===== config.mk =====
export PLATFORM = sky130hd
export DESIGN_NAME = line_raster_stepper
export DESIGN_NICKNAME = d
export VERILOG_FILES = /design/src/hw/rtl/lrs_pkg.sv /design/src/hw/rtl/line_raster_stepper.sv
export SDC_FILE = /design/constraint.sdc
export NUM_CORES = 1
export LEC_CHECK = 0
export BUFFER_PORTS_ARGS = -buffer_cell sky130_fd_sc_hd__buf_2
export CORE_MARGIN = 2
export CORE_UTILIZATION = 50
export DETAILED_ROUTE_END_ITERATION = 8
export PLACE_DENSITY = 0.73
export SYNTH_ARGS = -nofsm -noshare
export SYNTH_HDL_FRONTEND = slang
export SYNTH_SLANG_ARGS = --single-unit

===== constraint.sdc =====
create_clock -name clock -period 25.5 [get_ports clock]
set_input_delay 3.825 -clock clock [delete_from_list [all_inputs] [get_ports clock]]
set_output_delay 3.825 -clock clock [all_outputs]
set_load 0.02 [all_outputs]

===== src/hw/rtl/lrs_pkg.sv =====
// shared command codes for the line raster stepper
package lrs_pkg;

   typedef enum logic {
      CMD_START = 1'b0,
      CMD_STEP  = 1'b1
   } cmd_type;

endpackage


===== src/hw/rtl/line_raster_stepper.sv =====
// line raster stepper: endpoint setup, per-pixel error stepping and a two-beat result buffer
//
// A start beat (tuser = start) loads two endpoints and gives no result; each step beat then
// gives one pixel, and the final endpoint comes out with tlast high. A step while no line is
// active gives nothing. One beat is taken every cycle: the endpoint setup is a single pass of
// add and compare logic from the input into the line registers, and each step is a single
// pass from the line registers into a two-entry result buffer, so a pixel sits in the buffer
// in the cycle after its step beat is taken and the input only stalls when both buffer entries
// hold unread pixels.
module line_raster_stepper #(
   parameter int COORD_BITS = 16,
   localparam int REQ_DATA_BITS = ((4 * COORD_BITS + 7) / 8) * 8,
   localparam int RSP_DATA_BITS = ((2 * COORD_BITS + 7) / 8) * 8
) (
   input  logic                     clock,
   input  logic                     reset,
   input  logic                     req_tvalid,
   output logic                     req_tready,
   // x_a, y_a, x_b, y_b
   input  logic [REQ_DATA_BITS-1:0] req_tdata,
   // cmd
   input  lrs_pkg::cmd_type         req_tuser,
   output logic                     rsp_tvalid,
   input  logic                     rsp_tready,
   // pixel_x, pixel_y
   output logic [RSP_DATA_BITS-1:0] rsp_tdata,
   output logic                     rsp_tlast
);
   import lrs_pkg::*;

   localparam int CB = COORD_BITS;
   localparam int TB = COORD_BITS + 1;
   localparam int EB = COORD_BITS + 4;

   typedef struct packed {
      logic [CB-1:0] pixel_x;
      logic [CB-1:0] pixel_y;
      logic          last;
   } slot_type;

   // line state
   logic                 busy_ff, busy_in;
   logic                 steep_ff, steep_in;
   logic signed [CB-1:0] cur_x_ff, cur_x_in;
   logic signed [CB-1:0] cur_y_ff, cur_y_in;
   logic signed [CB-1:0] major_end_ff, major_end_in;
   logic                 minor_dir_neg_ff, minor_dir_neg_in;
   logic [TB-1:0]        twice_minor_ff, twice_minor_in;
   logic [TB-1:0]        twice_major_ff, twice_major_in;
   logic signed [EB-1:0] err_acc_ff, err_acc_in;

   // result buffer
   slot_type   slot_ff [2];
   logic       wr_ptr_ff, wr_ptr_in;
   logic       rd_ptr_ff, rd_ptr_in;
   logic [1:0] count_ff, count_in;

   logic accept, push, pop;

   // endpoint setup
   logic signed [CB-1:0] x_a, y_a, x_b, y_b;
   logic signed [CB:0]   dx, dy, adx_wide, ady_wide;
   logic [CB-1:0]        adx, ady, dmaj, dmin;
   logic signed [CB-1:0] maj_a, maj_b, min_a, min_b, m1, n1, m2, n2;
   logic                 setup_steep, swap_ends;
   logic signed [EB-1:0] err_start;

   // stepping
   logic signed [CB-1:0] maj, mnr, maj_next, mnr_next;
   logic                 fin, err_ge;
   logic [EB-1:0]        err_sub;
   logic signed [EB-1:0] err_next;

   assign x_a = req_tdata[CB-1:0];
   assign y_a = req_tdata[2*CB-1:CB];
   assign x_b = req_tdata[3*CB-1:2*CB];
   assign y_b = req_tdata[4*CB-1:3*CB];

   always_comb begin
      dx = {x_b[CB-1], x_b} - {x_a[CB-1], x_a};
      dy = {y_b[CB-1], y_b} - {y_a[CB-1], y_a};
      adx_wide = dx[CB] ? -dx : dx;
      ady_wide = dy[CB] ? -dy : dy;
      adx = adx_wide[CB-1:0];
      ady = ady_wide[CB-1:0];
      setup_steep = ady > adx;
      maj_a = setup_steep ? y_a : x_a;
      maj_b = setup_steep ? y_b : x_b;
      min_a = setup_steep ? x_a : y_a;
      min_b = setup_steep ? x_b : y_b;
      dmaj  = setup_steep ? ady : adx;
      dmin  = setup_steep ? adx : ady;
      swap_ends = maj_a > maj_b;
      m1 = swap_ends ? maj_b : maj_a;
      n1 = swap_ends ? min_b : min_a;
      m2 = swap_ends ? maj_a : maj_b;
      n2 = swap_ends ? min_a : min_b;
      err_start = {3'b000, dmin, 1'b0} - {4'b0000, dmaj};
   end

   always_comb begin
      maj = steep_ff ? cur_y_ff : cur_x_ff;
      mnr = steep_ff ? cur_x_ff : cur_y_ff;
      fin = maj >= major_end_ff;
      err_ge = !err_acc_ff[EB-1];
      if (!err_ge) begin
         mnr_next = mnr;
      end else if (minor_dir_neg_ff) begin
         mnr_next = mnr - CB'(1);
      end else begin
         mnr_next = mnr + CB'(1);
      end
      err_sub = err_ge ? {3'b000, twice_major_ff} : '0;
      err_next = err_acc_ff - err_sub + {3'b000, twice_minor_ff};
      maj_next = maj + CB'(1);
   end

   assign accept = req_tvalid && req_tready;
   assign push   = accept && (req_tuser == CMD_STEP) && busy_ff;
   assign pop    = rsp_tvalid && rsp_tready;

   always_comb begin
      busy_in          = busy_ff;
      steep_in         = steep_ff;
      cur_x_in         = cur_x_ff;
      cur_y_in         = cur_y_ff;
      major_end_in     = major_end_ff;
      minor_dir_neg_in = minor_dir_neg_ff;
      twice_minor_in   = twice_minor_ff;
      twice_major_in   = twice_major_ff;
      err_acc_in       = err_acc_ff;
      if (accept) begin
         unique case (req_tuser)
            CMD_START: begin
               busy_in          = 1'b1;
               steep_in         = setup_steep;
               cur_x_in         = setup_steep ? n1 : m1;
               cur_y_in         = setup_steep ? m1 : n1;
               major_end_in     = m2;
               minor_dir_neg_in = !(n1 < n2);
               twice_minor_in   = {dmin, 1'b0};
               twice_major_in   = {dmaj, 1'b0};
               err_acc_in       = err_start;
            end
            CMD_STEP: begin
               if (busy_ff) begin
                  if (fin) begin
                     busy_in = 1'b0;
                  end else begin
                     err_acc_in = err_next;
                     cur_x_in   = steep_ff ? mnr_next : maj_next;
                     cur_y_in   = steep_ff ? maj_next : mnr_next;
                  end
               end
            end
            default: begin
               busy_in = busy_ff;
            end
         endcase
      end
   end

   always_comb begin
      wr_ptr_in = push ? !wr_ptr_ff : wr_ptr_ff;
      rd_ptr_in = pop ? !rd_ptr_ff : rd_ptr_ff;
      count_in  = count_ff + {1'b0, push} - {1'b0, pop};
   end

   always_ff @(posedge clock) begin
      if (reset) begin
         busy_ff          <= 1'b0;
         steep_ff         <= 1'b0;
         cur_x_ff         <= '0;
         cur_y_ff         <= '0;
         major_end_ff     <= '0;
         minor_dir_neg_ff <= 1'b0;
         twice_minor_ff   <= '0;
         twice_major_ff   <= '0;
         err_acc_ff       <= '0;
         wr_ptr_ff        <= 1'b0;
         rd_ptr_ff        <= 1'b0;
         count_ff         <= 2'd0;
      end else begin
         busy_ff          <= busy_in;
         steep_ff         <= steep_in;
         cur_x_ff         <= cur_x_in;
         cur_y_ff         <= cur_y_in;
         major_end_ff     <= major_end_in;
         minor_dir_neg_ff <= minor_dir_neg_in;
         twice_minor_ff   <= twice_minor_in;
         twice_major_ff   <= twice_major_in;
         err_acc_ff       <= err_acc_in;
         wr_ptr_ff        <= wr_ptr_in;
         rd_ptr_ff        <= rd_ptr_in;
         count_ff         <= count_in;
      end
   end

   always_ff @(posedge clock) begin
      if (push) begin
         slot_ff[wr_ptr_ff] <= '{pixel_x: cur_x_ff, pixel_y: cur_y_ff, last: fin};
      end
   end

   assign req_tready = count_ff != 2'd2;
   assign rsp_tvalid = count_ff != 2'd0;
   assign rsp_tdata  = RSP_DATA_BITS'({slot_ff[rd_ptr_ff].pixel_y, slot_ff[rd_ptr_ff].pixel_x});
   assign rsp_tlast  = slot_ff[rd_ptr_ff].last;

endmodule


==> flow_summary_export.csv <==
group,metric,value,unit
run_status,outcome,"complete, no violations",
global_routing,antenna_found_initial,2,
floorplanning,die-area,33800,um2
timing,slew_headroom,22.3,%
global_routing,grt_pass1_wl,75200,um
timing,fin_crit_sh,56.6,%
yosys,ys_seq_area_share,25.5,%
cells_and_area,final_common_cell,"nand2_1",
timing,finClkSkew,0.0136,ns
clocking,clock_latency,0.44,ns
yosys,synth_seq_cells,173,
yosys,synth_cell_types,92,
floorplanning,fp-row-count,65,
critical_path,worstPathArrival,14.79,ns
drt,via_per_inst,6.04,
clocking,numCtsBuffers,17,
drt,antenna_left,0,
clocking,cts_resized,0,
critical_path,path_max_fanout,88,
yosys,synthSimpleGateAreaFrac,16.6,%
yosys,yosys_warnings,0,
yosys,ys.flop_type,"dfxtp_1",
placed_design,portBuffers,103,
drt,drt_iter0_markers,1573,
placed_design,dpl_worst_slack,10.87,ns
yosys,avgSynthCellArea,8.09,um2
timing,worstMarginPinSlew,1.16,ns
global_routing,grt_pass1_vias,13700,
yosys,yosys.area_share.xor_xnor,6.35,%
clocking,htreeDepth,4,
power_and_ir_drop,p_switching,1260,uW
power_and_ir_drop,pwr-share-clk,10.9,%
clocking,cts_buffer_depth,2,
yosys,synth.cell_area,16200,um2
clocking,cts_hold_buf,0,
critical_path,critPathCaptureType,"flip-flop",
floorplanning,ios,104,
yosys,postSynthCellCount,1998,
power_and_ir_drop,power_density,139,nW/um2
global_routing,gr-total-overflow,0,
floorplanning,fp.dieW,184,um
cells_and_area,layout_common_cells,"215 x nand2_1, 170 x a21oi_1, 169 x inv_1, 146 x ha_1, 142 x o21ai_0",
placed_design,place.gp.congestion,1.04,
drt,wl_per_cell,19.4,um
drt,drtPass1Iterations,6,
cells_and_area,area_delta_synth_final,8.74,%
critical_path,path_delay_family,"compound AO/OA/AOI/OAI gates",
power_and_ir_drop,p_int,1180,uW
hold_path,min_path_type,"flip-flop to flip-flop",
clocking,cts_tree,"built",
timing,setup_slack,11.07,ns
floorplanning,core_area,31700,um2
cells_and_area,fin_util,55.4,%
cells_and_area,nNetsFinal,2272,
critical_path,cpPeakStageDelay,0.92,ns
cells_and_area,drive_gt1_share,11.8,%
timing,setup_violations,0,
drt,wl,47600,um
yosys,synth_top_area_share,13.3,%
yosys,synth-edff-count,66,
critical_path,crit_slowest_cell,"a2bb2oi_1",
critical_path,critPathBufInv,5,
run,maxCapViolCount,0,
yosys,synth-compound-area-share,21.4,%
yosys,synth_fa_ha_area_share,13.9,%
critical_path,worstPathRequired,25.86,ns
yosys,synth_top_cells_by_area,"dfxtp_1 13%, edfxtp_1 12%, ha_1 11%",
critical_path,start_kind,"primary input",
clocking,cts_sinks,173,
cells_and_area,final_area,17600,um2
timing,fin_crit,14.43,ns
power_and_ir_drop,p_leak,0.00764,uW
timing,slew_violations,0,
floorplanning,start_util,51.0,%
cells_and_area,num-fill-cells,2918,
global_routing,grt_usage,28.4,%
clocking,post_cts_buffers,0,
power_and_ir_drop,swShare,51.5,%
clocking,clk_pin_slew_worst_paths,0.07,ns
timing,tns,0,ns
timing,fmax,69.3,MHz
power_and_ir_drop,combPwrFrac,73.8,%
power_and_ir_drop,ir_drop,143,uV
yosys,muxShareOfSynthArea,9.94,%
timing,rsz0062_at_grt,"no",
clocking,clockRootBuffer,"clkbuf_16",
yosys,synth_top_family_by_area,"compound AO/OA/AOI/OAI gates",
placed_design,dp.final_hpwl,36800,um
critical_path,worstSetupPathType,"primary input to flip-flop",
yosys,async_reset_ff_share,0,%
drt,vias,14800,
global_routing,grt_max_degree,89,
yosys,yosysTopAreaCell,"dfxtp_1",
drt,drc,0,
timing,final-hold-violation-count,0,
power_and_ir_drop,power_frac_seq,15.2,%
yosys,syn_nets,2234,
floorplanning,fp.dieH,184,um
placed_design,placed_area,17000,um2
[worst reg2reg max path: stages (launching register included)]
cell	delay, ns
dfxtp_1	0.31
buf_4	0.45
nor2b_1	0.16
fa_1	0.50
inv_1	0.07
ha_1	0.29
nor2b_1	0.13
o21ai_0	0.23
a21boi_1	0.12
o21ai_0	0.16
nand2b_1	0.13
a31oi_1	0.46
o21ai_0	0.30
a2111oi_0	0.66
o41ai_1	0.25
xor2_1	0.18
a21oi_1	0.08
a221oi_1	0.29
[worst paths after layout]
check / slack (ns) / from / depth (start not counted) / endpoint
worst max-delay path: 11.07 / req_tdata[32] / 40 / minor_dir_neg_ff$_SDFFE_PP0P_
worst min-delay path: 0.45 / major_end_ff[10]$_SDFFE_PP0P_ / 2 / major_end_ff[10]$_SDFFE_PP0P_
worst max register to register: 20.65 / err_acc_ff[19]$_SDFFE_PP0P_ / 17 / err_acc_ff[18]$_SDFFE_PP0P_
worst min register to register: 0.45 / major_end_ff[10]$_SDFFE_PP0P_ / 2 / major_end_ff[10]$_SDFFE_PP0P_
[power by group through the flow]
stage | Combinational, uW | Clock, uW | Sequential (uW)
after floorplan | 1350 | 0 | 364
after global placement | 1700 | 0 | 374
after detailed placement | 1740 | 0 | 377
after CTS | 1760 | 269 | 370
after global routing | 1980 | 282 | 377
final | 1800 | 266 | 371
[logic make-up after synthesis]
group	count (synthesis)
AND/OR/NAND/NOR	570
AO/OA/AOI/OAI	549
buffers and inverters	271
flip-flops	173
adder cells (fa/ha/maj)	167
multiplexers	153
XOR/XNOR	115
[registers in the layout (all words and copies together) (netlist names), named ones only]
name	cells
busy_ff	1
count_ff	2
cur_x_ff	16
cur_y_ff	16
err_acc_ff	19
major_end_ff	16
minor_dir_neg_ff	1
rd_ptr_ff	1
slot_ff	66
steep_ff	1
twice_major_ff	16
twice_minor_ff	16
wr_ptr_ff	1
[final cells by class]
type	count	area, um2	share of cell area (%)
sequential	173	4130	23.5
timing repair buffer	119	636	3.62
clock buffer	18	429	2.44
clock inverter	14	179	1.02
inverter	171	642	3.65
multi-input combinational	1554	11100	62.9
tap	402	503	2.86
antenna	1	2.50	0.0142
[metal layers]
| metal | up-vias | part of all wire (%) | GRT usage [%] |
|---|---|---|---|
| met2 | 678 | 41 | 41.2 |
| met3 | 88 | 8.8 | 4.95 |
| li1 | 7153 | - | - |
| met5 | - | 0 | 0 |
| met1 | 6901 | 47 | 41.5 |
| met4 | 0 | 3.6 | 11.2 |
[metrics by stage]
stage | instances | hold WS, ns | power [uW]
after CTS | 2451 | 0.455 | 2400
after global routing | 2451 | 0.469 | 2640
after floorplan | 1998 | 0.432 | 1720
after global placement | 2419 | 0.440 | 2080
final | 2452 | 0.450 | 2440
after detailed placement | 2419 | 0.445 | 2120
[cell usage after synthesis (13+ instances only)]
| cell | count |
|---|---|
| edfxtp_1 | 66 |
| nor2b_1 | 40 |
| xor2_1 | 51 |
| a21oi_1 | 171 |
| xnor2_1 | 63 |
| mux2_2 | 56 |
| a211oi_1 | 34 |
| mux2i_1 | 96 |
| clkbuf_1 | 81 |
| o211ai_1 | 32 |
| ha_1 | 146 |
| nand3_1 | 27 |
| fa_1 | 21 |
| dfxtp_1 | 107 |
| nand2_1 | 215 |
| o21a_1 | 15 |
| inv_1 | 169 |
| nand4_1 | 15 |
| o21ai_0 | 142 |
| buf_1 | 13 |
| a31oi_1 | 17 |
| nor2_1 | 139 |
| nor3_1 | 29 |
| a21o_1 | 38 |
| and2_1 | 14 |
| nand2b_1 | 19 |
Power figures use the tool's default switching activity.
